==> config.mk <==
export PLATFORM = sky130hd
export DESIGN_NAME = lcd_window_pixel_framer
export DESIGN_NICKNAME = d
export VERILOG_FILES = /design/src/sv/lwpf_pkg.sv /design/src/sv/lcd_window_pixel_framer.sv
export SDC_FILE = /design/constraint.sdc
export NUM_CORES = 1
export LEC_CHECK = 0
export BUFFER_PORTS_ARGS = -buffer_cell sky130_fd_sc_hd__buf_4
export CORE_MARGIN = 3
export CORE_UTILIZATION = 35
export DETAILED_ROUTE_END_ITERATION = 7
export GPL_TIMING_DRIVEN = 0
export PLACE_DENSITY = 0.55
export SYNTH_ARGS = -nofsm -noshare
export SYNTH_HDL_FRONTEND = slang
export SYNTH_SLANG_ARGS = --single-unit
==> constraint.sdc <==
create_clock -name clk -period 5.3 [get_ports clk]
set_input_delay 0.265 -clock clk [delete_from_list [all_inputs] [get_ports clk]]
set_output_delay 0.265 -clock clk [all_outputs]
set_load 0.01 [all_outputs]
==> src/sv/lwpf_pkg.sv <==
// Shared widths, register indexes, command codes and byte positions of the framer.
package lwpf_pkg;

  localparam int COORD_W    = 16;
  localparam int IN_DATA_W  = 5 * COORD_W;
  localparam int IN_USER_W  = 1;
  localparam int OUT_DATA_W = 8;
  localparam int OUT_USER_W = 2;
  localparam int CFG_IDX_W  = 4;
  localparam int CFG_DATA_W = COORD_W;
  localparam int POS_W      = 4;

  localparam logic [CFG_IDX_W-1:0] CFG_COLUMN_OFFSET = 4'd0;
  localparam logic [CFG_IDX_W-1:0] CFG_ROW_OFFSET    = 4'd1;

  localparam logic [COORD_W-1:0] COLUMN_OFFSET_RST = 16'd40;
  localparam logic [COORD_W-1:0] ROW_OFFSET_RST    = 16'd53;

  localparam logic OP_WINDOW = 1'b0;
  localparam logic OP_PIXEL  = 1'b1;

  localparam logic [OUT_DATA_W-1:0] CMD_COLUMN_SET = 8'h2A;
  localparam logic [OUT_DATA_W-1:0] CMD_ROW_SET    = 8'h2B;
  localparam logic [OUT_DATA_W-1:0] CMD_MEM_WRITE  = 8'h2C;

  // Byte positions within a window request.
  localparam logic [POS_W-1:0] POS_COL_CMD = 4'd0;
  localparam logic [POS_W-1:0] POS_XS_HI   = 4'd1;
  localparam logic [POS_W-1:0] POS_XS_LO   = 4'd2;
  localparam logic [POS_W-1:0] POS_XE_HI   = 4'd3;
  localparam logic [POS_W-1:0] POS_XE_LO   = 4'd4;
  localparam logic [POS_W-1:0] POS_ROW_CMD = 4'd5;
  localparam logic [POS_W-1:0] POS_YS_HI   = 4'd6;
  localparam logic [POS_W-1:0] POS_YS_LO   = 4'd7;
  localparam logic [POS_W-1:0] POS_YE_HI   = 4'd8;
  localparam logic [POS_W-1:0] POS_YE_LO   = 4'd9;
  localparam logic [POS_W-1:0] POS_MEM_CMD = 4'd10;

  // Byte positions within a pixel request.
  localparam logic [POS_W-1:0] POS_PIX_HI = 4'd0;

endpackage

==> src/sv/lcd_window_pixel_framer.sv <==
// Framer that turns window and pixel requests into SPI LCD command and data bytes.
//
// One request enters per accepted input beat and leaves as a run of bytes, one byte
// per clock on the output channel unless out_tready stalls it: a window request is
// 11 bytes and a pixel request 2. The rate is set by the single output byte
// register, which the byte sequencer loads once per cycle unless stalled. A
// request is captured into the request registers and its first byte then moves to
// the output register. The next request is taken in the cycle that the last byte of
// the current one moves to the output register, so requests follow with no gap;
// while the output register waits on out_tready the sequencer holds and the input
// stalls. Offsets are added to window coordinates when a request is captured.
module lcd_window_pixel_framer (
  input  logic                            clk,
  input  logic                            rst_n,
  // cfg_index: register index; cfg_data: register value
  input  logic                            cfg_valid,
  output logic                            cfg_ready,
  input  logic [lwpf_pkg::CFG_IDX_W-1:0]  cfg_index,
  input  logic [lwpf_pkg::CFG_DATA_W-1:0] cfg_data,
  input  logic                            in_tvalid,
  output logic                            in_tready,
  // in_tdata: x_start, y_start, x_end, y_end, pixel (16 bits each, lowest first)
  input  logic [lwpf_pkg::IN_DATA_W-1:0]  in_tdata,
  // in_tuser: operation
  input  logic [lwpf_pkg::IN_USER_W-1:0]  in_tuser,
  output logic                            out_tvalid,
  input  logic                            out_tready,
  // out_tdata: out_byte
  output logic [lwpf_pkg::OUT_DATA_W-1:0] out_tdata,
  // out_tuser: data_flag, release_select
  output logic [lwpf_pkg::OUT_USER_W-1:0] out_tuser,
  output logic                            out_tlast
);

  import lwpf_pkg::*;

  logic [COORD_W-1:0] col_off_r;
  logic [COORD_W-1:0] row_off_r;

  logic               item_valid_r;
  logic               op_r;
  logic [POS_W-1:0]   pos_r;
  logic [COORD_W-1:0] w0_r, w1_r, w2_r, w3_r;

  logic                  out_valid_r;
  logic [OUT_DATA_W-1:0] out_byte_r;
  logic                  out_data_r;
  logic                  out_rel_r;
  logic                  out_last_r;

  logic [COORD_W-1:0] in_xs, in_ys, in_xe, in_ye, in_pix;
  logic               in_accept;
  logic               advance;

  logic [OUT_DATA_W-1:0] sel_byte;
  logic                  sel_data;
  logic                  sel_rel;
  logic                  sel_last;

  assign cfg_ready = 1'b1;

  always_ff @(posedge clk) begin
    if (!rst_n) begin
      col_off_r <= COLUMN_OFFSET_RST;
      row_off_r <= ROW_OFFSET_RST;
    end else if (cfg_valid) begin
      case (cfg_index)
        CFG_COLUMN_OFFSET: col_off_r <= cfg_data;
        CFG_ROW_OFFSET:    row_off_r <= cfg_data;
        default: begin
        end
      endcase
    end
  end

  assign in_xs  = in_tdata[0*COORD_W +: COORD_W];
  assign in_ys  = in_tdata[1*COORD_W +: COORD_W];
  assign in_xe  = in_tdata[2*COORD_W +: COORD_W];
  assign in_ye  = in_tdata[3*COORD_W +: COORD_W];
  assign in_pix = in_tdata[4*COORD_W +: COORD_W];

  assign advance   = item_valid_r && (!out_valid_r || out_tready);
  assign in_tready = !item_valid_r || (advance && sel_last);
  assign in_accept = in_tvalid && in_tready;

  always_comb begin
    sel_byte = CMD_MEM_WRITE;
    sel_data = 1'b1;
    sel_rel  = 1'b1;
    sel_last = 1'b0;
    if (op_r == OP_PIXEL) begin
      if (pos_r == POS_PIX_HI) begin
        sel_byte = w0_r[15:8];
        sel_rel  = 1'b0;
      end else begin
        sel_byte = w0_r[7:0];
        sel_last = 1'b1;
      end
    end else begin
      case (pos_r)
        POS_COL_CMD: begin
          sel_byte = CMD_COLUMN_SET;
          sel_data = 1'b0;
        end
        POS_XS_HI: begin
          sel_byte = w0_r[15:8];
          sel_rel  = 1'b0;
        end
        POS_XS_LO: sel_byte = w0_r[7:0];
        POS_XE_HI: begin
          sel_byte = w1_r[15:8];
          sel_rel  = 1'b0;
        end
        POS_XE_LO: sel_byte = w1_r[7:0];
        POS_ROW_CMD: begin
          sel_byte = CMD_ROW_SET;
          sel_data = 1'b0;
        end
        POS_YS_HI: begin
          sel_byte = w2_r[15:8];
          sel_rel  = 1'b0;
        end
        POS_YS_LO: sel_byte = w2_r[7:0];
        POS_YE_HI: begin
          sel_byte = w3_r[15:8];
          sel_rel  = 1'b0;
        end
        POS_YE_LO: sel_byte = w3_r[7:0];
        default: begin
          sel_byte = CMD_MEM_WRITE;
          sel_data = 1'b0;
          sel_last = 1'b1;
        end
      endcase
    end
  end

  // Hold the request and step through its bytes.
  always_ff @(posedge clk) begin
    if (!rst_n) begin
      item_valid_r <= 1'b0;
      pos_r        <= '0;
    end else if (in_accept) begin
      item_valid_r <= 1'b1;
      pos_r        <= '0;
    end else if (advance) begin
      if (sel_last) begin
        item_valid_r <= 1'b0;
        pos_r        <= '0;
      end else begin
        pos_r <= pos_r + POS_W'(1);
      end
    end
  end

  always_ff @(posedge clk) begin
    if (in_accept) begin
      op_r <= in_tuser[0];
      if (in_tuser[0] == OP_PIXEL) begin
        w0_r <= in_pix;
      end else begin
        w0_r <= in_xs + col_off_r;
        w1_r <= in_xe + col_off_r;
        w2_r <= in_ys + row_off_r;
        w3_r <= in_ye + row_off_r;
      end
    end
  end

  always_ff @(posedge clk) begin
    if (!rst_n) begin
      out_valid_r <= 1'b0;
    end else if (advance) begin
      out_valid_r <= 1'b1;
    end else if (out_tready) begin
      out_valid_r <= 1'b0;
    end
  end

  always_ff @(posedge clk) begin
    if (advance) begin
      out_byte_r <= sel_byte;
      out_data_r <= sel_data;
      out_rel_r  <= sel_rel;
      out_last_r <= sel_last;
    end
  end

  assign out_tvalid = out_valid_r;
  assign out_tdata  = out_byte_r;
  assign out_tuser  = {out_rel_r, out_data_r};
  assign out_tlast  = out_last_r;

endmodule

* After elaboration in Yosys (flattened, before gate mapping)
Cells that the tools add are included.
** Storage, ports and cells
- Register bits after elaboration :: 114
- Input bits :: 106
- Output and inout bits :: 14
- Logic and storage cells :: 67
** Cells by class
- Add/sub/neg operators :: 5
- Equality and inequality tests :: 10
- Muxes and demuxes :: 16
- Bitwise gates (word level) :: 2
- Reductions and logical operators :: 20
** Operator list (number)
- $pmux 8 s10 :: 1
- $add 16x16->16 :: 4
- $eq 4x3->1 const B :: 4
- $mux 16 :: 1
- $mux 8 :: 2
- $mux 1 :: 11
- $reduce_or 10->1 :: 1
- $eq 4x1->1 const B :: 2
- $eq 4x2->1 const B :: 2
- $eq 4x4->1 const B :: 2
- $logic_not 4->1 :: 2
- $reduce_and 2->1 :: 4
- $reduce_or 8->1 :: 1
- $reduce_bool 2->1 :: 3
- $add 4x1->4 const B :: 1
- $mux 4 :: 1
- $reduce_or 4->1 :: 1
- $logic_and 1x1->1 :: 3
- $logic_not 1->1 :: 2
- $logic_or 1x1->1 :: 2
- $not 1->1 :: 2
- $reduce_or 2->1 :: 1

* Depth between registers and ports, before layout
Gate-level depths: netlist (run 1).
- Word-level depth :: 9
- Gate-level depth with buffers :: 10
- Depth with buffers taken out :: 9

* Worst setup path after synthesis (run 1)
OpenSTA, ideal clock, no wires.
- Path type :: reg-to-reg
- From :: register pos_r[0]
- To :: register w1_r[0], enable pin
- Setup time :: 0.454 ns
- Arrival time :: 3.699 ns
- Slack :: 1.147 ns
- Cell stages (with the launch flop) :: 9
- Buffers on the path :: 1
- Period minus slack after synthesis :: 4.153 ns
- Cell sequence :: dfxtp_1 > inv_1 > ha_1 > buf_4 > nor4_1 > a2111oi_4 > o21ai_2 > nand2_2 > nor2_1
** On the way
- Longest elaborated chain between the ends :: 8
- Elaborated cells on any way between the ends :: 18
- Those cells by class :: eq/ne (9); mux (3); reduce/logical (6)
** RTL lines
- from (decl) :: RTL line lcd_window_pixel_framer.sv:42 : logic [POS_W-1:0] pos_r;
- from (signal assigned) :: RTL line lcd_window_pixel_framer.sv:151 : pos_r <= pos_r + POS_W'(1);
- $eq 4x4->1, or another cell as far along :: RTL line lcd_window_pixel_framer.sv:100 : case (pos_r)
- $reduce_or 10->1 (no source line)
- $mux 1 :: RTL line lcd_window_pixel_framer.sv:100
- $mux 1 * :: RTL line lcd_window_pixel_framer.sv:91 : if (op_r == OP_PIXEL) begin
- $logic_and 1x1->1 * :: RTL line lcd_window_pixel_framer.sv:83 : assign in_tready = !item_valid_r || (advance && sel_last);
- $logic_or 1x1->1 * :: RTL line lcd_window_pixel_framer.sv:83
- named net in_tready :: RTL line lcd_window_pixel_framer.sv:21 : output logic in_tready,
- $logic_and 1x1->1 * :: RTL line lcd_window_pixel_framer.sv:84 : assign in_accept = in_tvalid && in_tready;
- $reduce_and 2->1 (no source line) *
- to (signal assigned) :: RTL line lcd_window_pixel_framer.sv:163 : w1_r <= in_xe + col_off_r;
- to (decl) :: RTL line lcd_window_pixel_framer.sv:43 : logic [COORD_W-1:0] w0_r, w1_r, w2_r, w3_r;
Mark *: on every way through the listed nets, which the timed path passes. The rest lies on a longest branch.
A chain may end at the register's enable or synchronous reset.

* Worst setup path in the final report (run 1)
- From :: register pos_r[0]
- To :: register w3_r[13], enable pin
** On the way
- Longest elaborated chain between the ends :: 8
- Elaborated cells on any way between the ends :: 18
- Those cells by class :: eq/ne (9); mux (3); reduce/logical (6)
** RTL lines
- $eq 4x4->1, or another cell as far along :: RTL line lcd_window_pixel_framer.sv:100
- $reduce_or 10->1 (no source line)
- $mux 1 :: RTL line lcd_window_pixel_framer.sv:100
- $mux 1 * :: RTL line lcd_window_pixel_framer.sv:91
- $logic_and 1x1->1 * :: RTL line lcd_window_pixel_framer.sv:83
- $logic_or 1x1->1 * :: RTL line lcd_window_pixel_framer.sv:83
- $logic_and 1x1->1 * :: RTL line lcd_window_pixel_framer.sv:84
- $reduce_and 2->1 (no source line) *
- to (signal assigned) :: RTL line lcd_window_pixel_framer.sv:165 : w3_r <= in_ye + row_off_r;
- to (decl) :: RTL line lcd_window_pixel_framer.sv:43
Every way passes the cells marked *; elsewhere a longest branch is shown, timed or not.

==> out/metrics.yaml, run 1 <==
drt:
  drc_errors: 0
  via_per_inst: 5.285
  dr.pass1.iters: 8
  vias: 6416
  drtAntennaViolNets: 0
  first_iter_violations: 467
  wl_per_cell_um: 17.99
  wl_um: 21840
clock_network:
  clockBufferDepth: 2
  insertion_delay_ns: 0.42
  path_clk_slew_ns: 0.05
  cts_max_level: 4
  cts_buffers: 17
  clock-root-buffer: "clkbuf_16"
  ctsHoldBuffers: 0
  cts_tree: "yes"
  post-cts-setup-buffers: 0
  cts.repair.resized: 0
  cts.sinks: 114
job:
  maxCapViolations: 0
timing:
  worst_pin_slew_ns: 1.002
  finalHoldViolCount: 0
  min_period_ns: 3.044
  timing.hold.ws_ns: 0.03545
  skew_ns: 0.007058
  finalMaxSlewViolations: 0
  rsz0062_at_grt: "false"
  clock.fmax_ghz: 0.3285
  worst_slack_ns: 2.256
  maxSlewHeadroom_pct: 32.57
  finalSetupViolCount: 0
  period_share_pct: 57.43
worst_setup_path:
  crit_buf_inv: 3
  crit_path_start_kind: "flop"
  path_delay_family: "simple AND/OR/NAND/NOR gates"
  crit_cells: 9
  path_cells: "inv_1 > ha_1 > buf_4 > nor4_1 > a2111oi_4 > o21ai_2 > nand2_2 > nor2_4 > buf_12"
  slowest_delay_ns: 0.56
  critPathArrivalTime_ns: 3.15
  critPathKind: "flop to flop"
  reg2reg_depth: 9
  rrSetupSlack_ns: 2.26
  crit_path_max_fanout: 28
  timing.rr.start: "pos_r[0]"
  worst_path_max_delay_cell: "nor4_1"
  cp.required_ns: 5.41
  end_kind: "flop"
  r2r_end: "w3_r[13]"
final_layout:
  areaGrowthSynthToFinish_pct: 23.84
  diodes: 0
  nNetsFinal: 1105
  fill_cells: 2057
  drive_above_1_share_pct: 17.27
  fin_cells: 1214
grt:
  antenna_found_initial: 0
  gr-total-overflow: 0
  grt_pass1_vias: 6222
  grt_pass1_wl_um: 33850
  grt_usage_pct: 18.70
  grt_max_degree: 29
synth:
  async_flop_share_pct: 0
  syn_area_um2: 7511
  synth_enable_flop_cells: 76
  synthFlopType: "edfxtp_1"
  synthesis.yosys.warnings: 0
  synth_seq_cells: 114
  syn_area_per_cell_um2: 9.472
  ys_types: 63
  syn_nets: 967
  syn_inst: 793
  seq_area_frac_synth_pct: 40.51
placement:
  port_buffers: 118
  dp_slack_ns: 2.256
  place_congestion: 0.8725
  place_inst: 1182
  place_hpwl_um: 17640
hold_path:
  hold_start: "in_tuser"
  min_path_type: "input port to flop"
  hold_depth: 1
  hold_path_end: "op_r"
floorplan:
  core-area_um2: 20620
  die_x_um: 152.5
  floorplan.initialDensity_pct: 36.42
  rows: 52
  io_pins: 120
  die_area_um2: 23250
  die_height_um: 152.5
power_and_ir_drop:
  powerDensity_nw_per_um2: 264.4
  ir_drop_mv: 0.2026
  p_leak_uw: 0.003752
run_status:
  status: "completed"
-- worst reg2reg max path: cells and delay by family (launching register included) --
family          cells  cell delay [ns]
compound gates      2             0.34
fa+ha+maj           1             0.20
buf+inv             3             0.56
flops               1             0.38
simple gates        3             1.24
-- worst max path at each step --
stage | start | to | slack [ns]
finish | pos_r[0] | w3_r[13] | 2.26
CTS | pos_r[0] | w3_r[13] | 2.25
detailed placement | pos_r[0] | w3_r[15] | 2.26
floorplan | pos_r[0] | w1_r[0] | 1.15
global placement | pos_r[0] | w3_r[1] | -0.03
global route | pos_r[0] | w3_r[15] | 2.10
-- logic make-up after synthesis --
group / share of synthesized area (%)
and+or+nand+nor: 13.23
adders and majority gates: 11.73
other: 0.04993
buffers and inverters: 3.348
AOI/OAI and AO/OA: 23.52
xor gates and xnor gates: 5.947
muxes: 1.666
DFF: 40.51
-- synthesized netlist by cell type (all sizes together) (4+ instances only) --
library cell,number,area (um^2)
nor2b,4,25.02
a21o,19,142.6
nor2,42,157.7
a22oi,13,97.59
xnor2,35,306.5
buf,8,52.55
nand3,14,70.07
a211oi,22,170.2
edfxtp,76,2282
a222oi,7,70.07
fa,4,80.08
dfxtp,38,760.7
o21bai,7,52.55
ha,64,800.8
inv,25,93.84
xor2,16,140.1
o21ai,52,264.0
nand2,117,444.2
mux2,4,45.04
a31oi,10,62.56
nand4,7,43.79
a21oi,58,290.3
clkbuf,28,105.1
a311oi,4,41.29
a21boi,28,210.2
o21a,9,67.56
nand2b,10,62.56
mux2i,8,80.08
nor3,13,65.06
-- cell type report --
class / count / area [um^2] / share of cell area (%)
Buffer: 36 / 157.7 / 1.695
Clock buffer: 27 / 513.0 / 5.515
Clock inverter: 5 / 26.28 / 0.2825
Inverter: 25 / 93.84 / 1.009
Multi-Input combinational cell: 618 / 4224 / 45.41
Sequential cell: 114 / 3043 / 32.71
Tap cell: 270 / 337.8 / 3.632
Timing Repair Buffer: 119 / 905.9 / 9.739
-- per-layer routing --
metal / vias up / GRT usage (%) / share of wire (%)
met5: - / 0 / 0
li1: 3237 / - / -
met3: 17 / 3.635 / 4.7
met2: 172 / 30.36 / 47
met1: 2990 / 25.69 / 47
met4: 0 / 5.006 / 1.3
-- placed cells by master, fill, tap and decap left out, types with 4 or more instances in the layout --
cell type    n
buf_4      122
nand2_1    115
edfxtp_1    76
ha_1        64
a21oi_1     58
o21ai_0     51
nor2_1      41
dfxtp_1     38
xnor2_1     35
clkbuf_1    33
a21boi_0    27
inv_1       24
a211oi_1    21
a21o_1      19
clkbuf_16   17
xor2_1      16
nand3_1     14
a22oi_1     13
nor3_1      13
a31oi_1     10
nand2b_1    10
o21a_1       9
mux2i_1      8
a222oi_1     7
nand4_1      7
o21bai_1     7
clkbuf_8     5
nor2b_1      4
mux2_2       4
fa_1         4
clkinv_2     4
-- power by group --
group          switching [uW]  internal (uW)  total, uW
clock                     377            655       1030
combinational             218            180        398
sequential               21.6           1010       1030
-- through the flow --
stage               setup TNS, ns  total power (uW)  area [um^2]  util [%]
global route                    0              2568         9301     45.10
finish                          0              2459         9301     45.10
global placement           -1.415              1441         8735     42.35
detailed placement              0              1443         8762     42.48
floorplan                       0              1275         7511         -
CTS                             0              2478         9301     45.10
-- sequential cells by signal, indices dropped and copies added (netlist names) --
register	flops
out_tlast	1
out_tdata	8
out_tvalid	1
w3_r	16
out_rel_r	1
op_r	1
pos_r	4
col_off_r	16
row_off_r	16
w1_r	16
w0_r	16
w2_r	16
out_data_r	1
item_valid_r	1
Power figures use the tool's default switching activity.
==> run 2, diff against run 1 <==
PLACE_DENSITY = 0.57   (was 0.55)
clock period = 2.62 ns   (was 5.3 ns; I/O delays follow)
==> run 2 against run 1 <==
  * Sequential power grew 100%
  * Critical path type unchanged
  * First-iteration DRC count grew 28%
  * Via count grew 2.7%
  * Global-route usage grew 0.35 points
  * Sequential share of layout area shrank 1.4 points
  * Worst setup slack lost 2.2 ns
  * Wire length grew 3.5%
  * Maximum frequency grew 20%
  * Register-to-register slack lost 2.2 ns
  * Highest routed layer unchanged
==> out/metrics.yaml, run 2 (same netlist as run 1, synthesis figures left out) <==
run_status:
  status: "completed"
grt:
  top_usage_layer: "met2"
  met1_usage_pct: 25.53
  grt_usage_pct: 19.05
  antenna_found_initial: 0
  grt_pass1_wl_um: 34770
  grt_util_met2_pct: 31.80
  grt_max_degree: 18
  grtUsageMet3_pct: 3.664
  gr-total-overflow: 0
  grt_pass1_vias: 6356
final_layout:
  layout_commonest_cell: "buf_4"
  drive_above_1_share_pct: 19.59
  post-route-util_pct: 47.14
  diodes: 0
  nNetsFinal: 1136
  areaGrowthSynthToFinish_pct: 29.45
  fill_cells: 2045
  layout.cells.most_common_list: "129 x buf_4, 115 x nand2_1, 76 x edfxtp_1"
floorplan:
  die_height_um: 152.5
  core-area_um2: 20620
  floorplan.initialDensity_pct: 36.42
  die_area_um2: 23250
  io_pins: 120
  rows: 52
  die_x_um: 152.5
clock_network:
  path_clk_slew_ns: 0.05
  insertion_delay_ns: 0.42
  cts_buffers: 17
  cts_max_level: 4
  clock-root-buffer: "clkbuf_16"
  clockBufferDepth: 2
  cts.sinks: 114
  cts_tree: "yes"
drt:
  via_per_inst: 5.292
  dr.pass1.iters: 6
  drtAntennaViolNets: 0
  vias: 6589
  drc_errors: 0
  wl_per_cell_um: 18.16
  first_iter_violations: 600
  wl_um: 22610
placement:
  place_congestion: 0.8938
  dp_slack_ns: -0.4561
  place_hpwl_um: 17560
  port_buffers: 118
job:
  maxCapViolations: 0
power_and_ir_drop:
  switching_share_pct: 25.11
  ir_drop_mv: 0.4485
  power_frac_comb_pct: 17.0
  p_int_uw: 3867
  powerDensity_nw_per_um2: 531.1
  p_leak_uw: 0.003925
  p_seq_share_pct: 40.3
  p_sw_uw: 1297
  clkPwrFrac_pct: 42.7
worst_setup_path:
  end_kind: "flop"
  critPathArrivalTime_ns: 2.67
  r2r_end: "w0_r[12]"
  crit_path_start_kind: "flop"
  critPathKind: "flop to flop"
  timing.rr.start: "col_off_r[0]"
  crit_path_max_fanout: 3
  cp.required_ns: 2.76
  reg2reg_depth: 9
  rrSetupSlack_ns: 0.09
timing:
  finalHoldViolCount: 0
  skew_ns: 0.008459
  min_period_ns: 2.529
  worst_pin_slew_ns: 1.099
  period_share_pct: 96.54
  clock.fmax_ghz: 0.3953
  worst_slack_ns: 0.09056
  maxSlewHeadroom_pct: 26.08
  finalMaxSlewViolations: 0
  finalSetupViolCount: 0
hold_path:
  hold_path_end: "col_off_r[11]"
  hold_start: "cfg_data[11]"
  min_path_type: "input port to flop"
  hold_depth: 3
## run 2: cell types whose count changed in the layout (fill, tap and decap cells not counted), moves of 4 or more
cell,previous run,this run
buf_4,122,129
clkbuf_2,0,4
dfxtp_1,38,34
dfxtp_2,0,4
dlygate4sd3_1,0,19
## run 2: area by class of cell
class / instances / area [um^2] / share of cell area, %
clock inverter: 3 / 16.27 / 0.1673
timing repair buffer: 147 / 1176 / 12.10
sequential: 114 / 3048 / 31.35
tap: 270 / 337.8 / 3.474
buffer: 36 / 166.4 / 1.711
multi-input combinational: 621 / 4328 / 44.51
inverter: 25 / 97.59 / 1.004
clock buffer: 29 / 553.0 / 5.688
## run 2: power groups by stage
stage	clock, uW	combinational (uW)	sequential [uW]
finish	2200	876	2080
detailed placement	0	801	2120
global route	2300	966	2090
CTS	2230	852	2080
floorplan	0	481	2100
global placement	0	797	2120
## run 2: repair_timing
item	CTS	global route
buffers inserted	2	8
setup endpoints to repair	73	54
hold endpoints to repair	28	0
pin swaps	3	5
cloned	3	0
gates resized for setup	9	13
hold buffers	19	0
## run 2: per-stage QoR
stage,cell area (um^2),setup TNS (ns),hold slack (ns),power (uW),std cells
after floorplan,7545,0,0.2299,2584,793
after global placement,8768,-23.67,0.3189,2915,1181
after detailed placement,8768,-24.60,0.3216,2921,1181
after CTS,9614,0,0.005274,5162,1237
after global routing,9723,-0.02738,0.01370,5355,1245
final,9723,0,0.01023,5164,1245
## run 2: critical path, cell delays in order, from the launching register on
cell	delay, ns
dfxtp_2	0.38
ha_1	0.22
inv_1	0.07
fa_1	0.40
nor2b_1	0.19
o31a_1	0.26
o41ai_4	0.11
o21ai_1	0.28
xnor2_1	0.22
o21ai_0	0.13
## run 2: worst max-delay path by stage
| stage | cells after the start | startpoint | endpoint |
|---|---|---|---|
| after floorplan | 9 | pos_r[0] | w1_r[0] |
| after CTS | 7 | pos_r[1] | w1_r[0] |
| after detailed placement | 7 | pos_r[1] | w3_r[1] |
| after global placement | 7 | pos_r[1] | w3_r[1] |
| after global routing | 9 | col_off_r[0] | w0_r[12] |
| final | 9 | col_off_r[0] | w0_r[12] |
## run 2: metal layers
metal  part of all wire (%)  vias to the layer above
met5                      0                        -
met4                    1.5                        0
met3                    4.5                       24
met2                     48                      159
met1                     46                     3096
li1                       -                     3310
==> run 3, diff against run 2 <==
REMOVE_ABC_BUFFERS = 1   (was default)
==> run 3 against run 2 <==
  * Combinational power down 4.6%
  * Die area unchanged
  * Global-route usage down 1.6 points
  * Non-clock buffer count down 33
  * Largest cell class unchanged
==> out/metrics.yaml, run 3 (same netlist as run 1, synthesis figures left out) <==
grt:
  grt_max_degree: 37
  antenna_found_initial: 0
  gr-total-overflow: 0
  grt_pass1_wl_um: 32000
  grt_usage_pct: 17.45
  grt_pass1_vias: 5968
drt:
  dr.pass1.iters: 5
  vias: 6280
  wl_um: 20700
  wl_per_cell_um: 17.13
  dr.max_layer_used: "met4"
  via_per_inst: 5.199
  first_iter_violations: 419
  drc_errors: 0
  met3WireLength_um: 913
  drtAntennaViolNets: 0
  wl_met1_um: 10030
  route.met2.wl_um: 9602
floorplan:
  floorplan.initialDensity_pct: 36.42
  io_pins: 120
  die_height_um: 152.5
  die_area_um2: 23250
  rows: 52
  die_x_um: 152.5
  core-area_um2: 20620
power_and_ir_drop:
  powerDensity_nw_per_um2: 533.2
  p_seq_share_pct: 40.9
  switching_share_pct: 24.62
  p_sw_uw: 1255
  power.total_uw: 5098
  ir_drop_mv: 0.3869
  clkPwrFrac_pct: 42.7
  p_leak_uw: 0.003844
  p_int_uw: 3843
  power_frac_comb_pct: 16.4
clock_network:
  clock-root-buffer: "clkbuf_16"
  path_clk_slew_ns: 0.06
  clockBufferDepth: 2
  insertion_delay_ns: 0.41
  cts_buffers: 17
  cts.sinks: 114
  cts_max_level: 4
  cts_tree: "yes"
timing:
  clock.fmax_ghz: 0.3954
  fin_tns_setup_ns: 0
  finalMaxSlewViolations: 0
  worst_pin_slew_ns: 0.6763
  finalHoldViolCount: 0
  period_share_pct: 96.52
  finalSetupViolCount: 0
  maxSlewHeadroom_pct: 54.91
  skew_ns: 0.008030
  min_period_ns: 2.529
  timing.hold.ws_ns: 0.009188
worst_setup_path:
  critPathArrivalTime_ns: 2.68
  cp.required_ns: 2.77
  critPathKind: "flop to flop"
  reg2reg_depth: 8
  end_kind: "flop"
  crit_path_start_kind: "flop"
  r2r_end: "w1_r[14]"
  endpoint: "w1_r[14]"
  crit_path_max_fanout: 14
  rrSetupSlack_ns: 0.09
  timing.rr.start: "pos_r[0]"
  crit_path_start: "pos_r[0]"
run_status:
  status: "completed"
placement:
  port_buffers: 118
  place_congestion: 0.8313
  place_hpwl_um: 15650
final_layout:
  areaGrowthSynthToFinish_pct: 27.30
  nNetsFinal: 1100
  layout.cells.most_common_list: "130 x buf_4, 115 x nand2_1, 76 x edfxtp_1"
  fill_cells: 2017
  layout_commonest_cell: "buf_4"
  drive_above_1_share_pct: 19.94
  diodes: 0
job:
  maxCapViolations: 0
hold_path:
  min_path_type: "input port to flop"
[run 3: cell types whose count changed in the layout (fill, tap and decap cells not counted), sizes merged]
cell and delta:
clkbuf -33, clkinv +4, buf -3, nor2 -3, dlygate4sd3 -2, bufinv +1, inv -1
[run 3: worst min path at each step]
stage	startpoint	end	slack [ns]	depth (start not counted)
3_5_place_dp	cfg_data[0]	row_off_r[0]	0.37	3
6_report	in_tdata[68]	w0_r[4]	0.009	2
3_3_place_gp	cfg_data[0]	row_off_r[0]	0.37	3
4_1_cts	in_tdata[69]	w0_r[5]	0.001	3
2_1_floorplan	rst_n	col_off_r[3]	0.20	1
5_1_grt	in_tdata[68]	w0_r[4]	0.002	2
[run 3: repair_timing]
item | CTS | global route
hold endpoints to repair | 30 | 0
buffers inserted | 4 | 9
pin swaps | 3 | 3
gates resized for setup | 10 | 12
setup endpoints to repair | 76 | 78
hold buffers | 17 | 0
[run 3: critical path, cell delays in order, from the launching register on]
cell and delay (ns):
dfxtp_1 0.37, inv_1 0.19, ha_4 0.20, or3b_4 0.47, a2111oi_4 0.43, o21ai_2 0.12
nand2_2 0.18, nor2_4 0.08, buf_4 0.21
[run 3: routing by layer]
layer | global-route usage, % | vias to the layer above
met5 | 0 | -
li1 | - | 3220
met3 | 3.635 | 12
met1 | 24.65 | 2917
met2 | 28.03 | 131
met4 | 3.309 | 0
[run 3: power groups by stage]
stage | sequential [uW] | combinational (uW) | clock, uW
finish | 2080 | 836 | 2180
global placement | 2120 | 757 | 0
CTS | 2080 | 817 | 2210
floorplan | 2110 | 448 | 0
global route | 2090 | 927 | 2300
detailed placement | 2120 | 770 | 0
[run 3: stage by stage]
step / util (%) / std cells / setup WS, ns / cell area, um^2
global placement: 41.59 / 1145 / -3.125 / 8577
finish: 46.36 / 1208 / 0.09112 / 9562
floorplan: - / 757 / -1.704 / 7353
detailed placement: 41.79 / 1147 / -0.9337 / 8618
CTS: 45.75 / 1199 / 0.002598 / 9437
global route: 46.36 / 1208 / -0.004155 / 9562
[run 3: final cells by class]
class,count,area [um^2],area share (%)
flip-flops and latches,114,3047,31.86
clock inverters,7,56.30,0.5889
multi-input cells,618,4324,45.22
well taps,270,337.8,3.533
clock buffers,24,501.7,5.247
repair buffers,150,1197,12.52
inverters,25,97.59,1.021
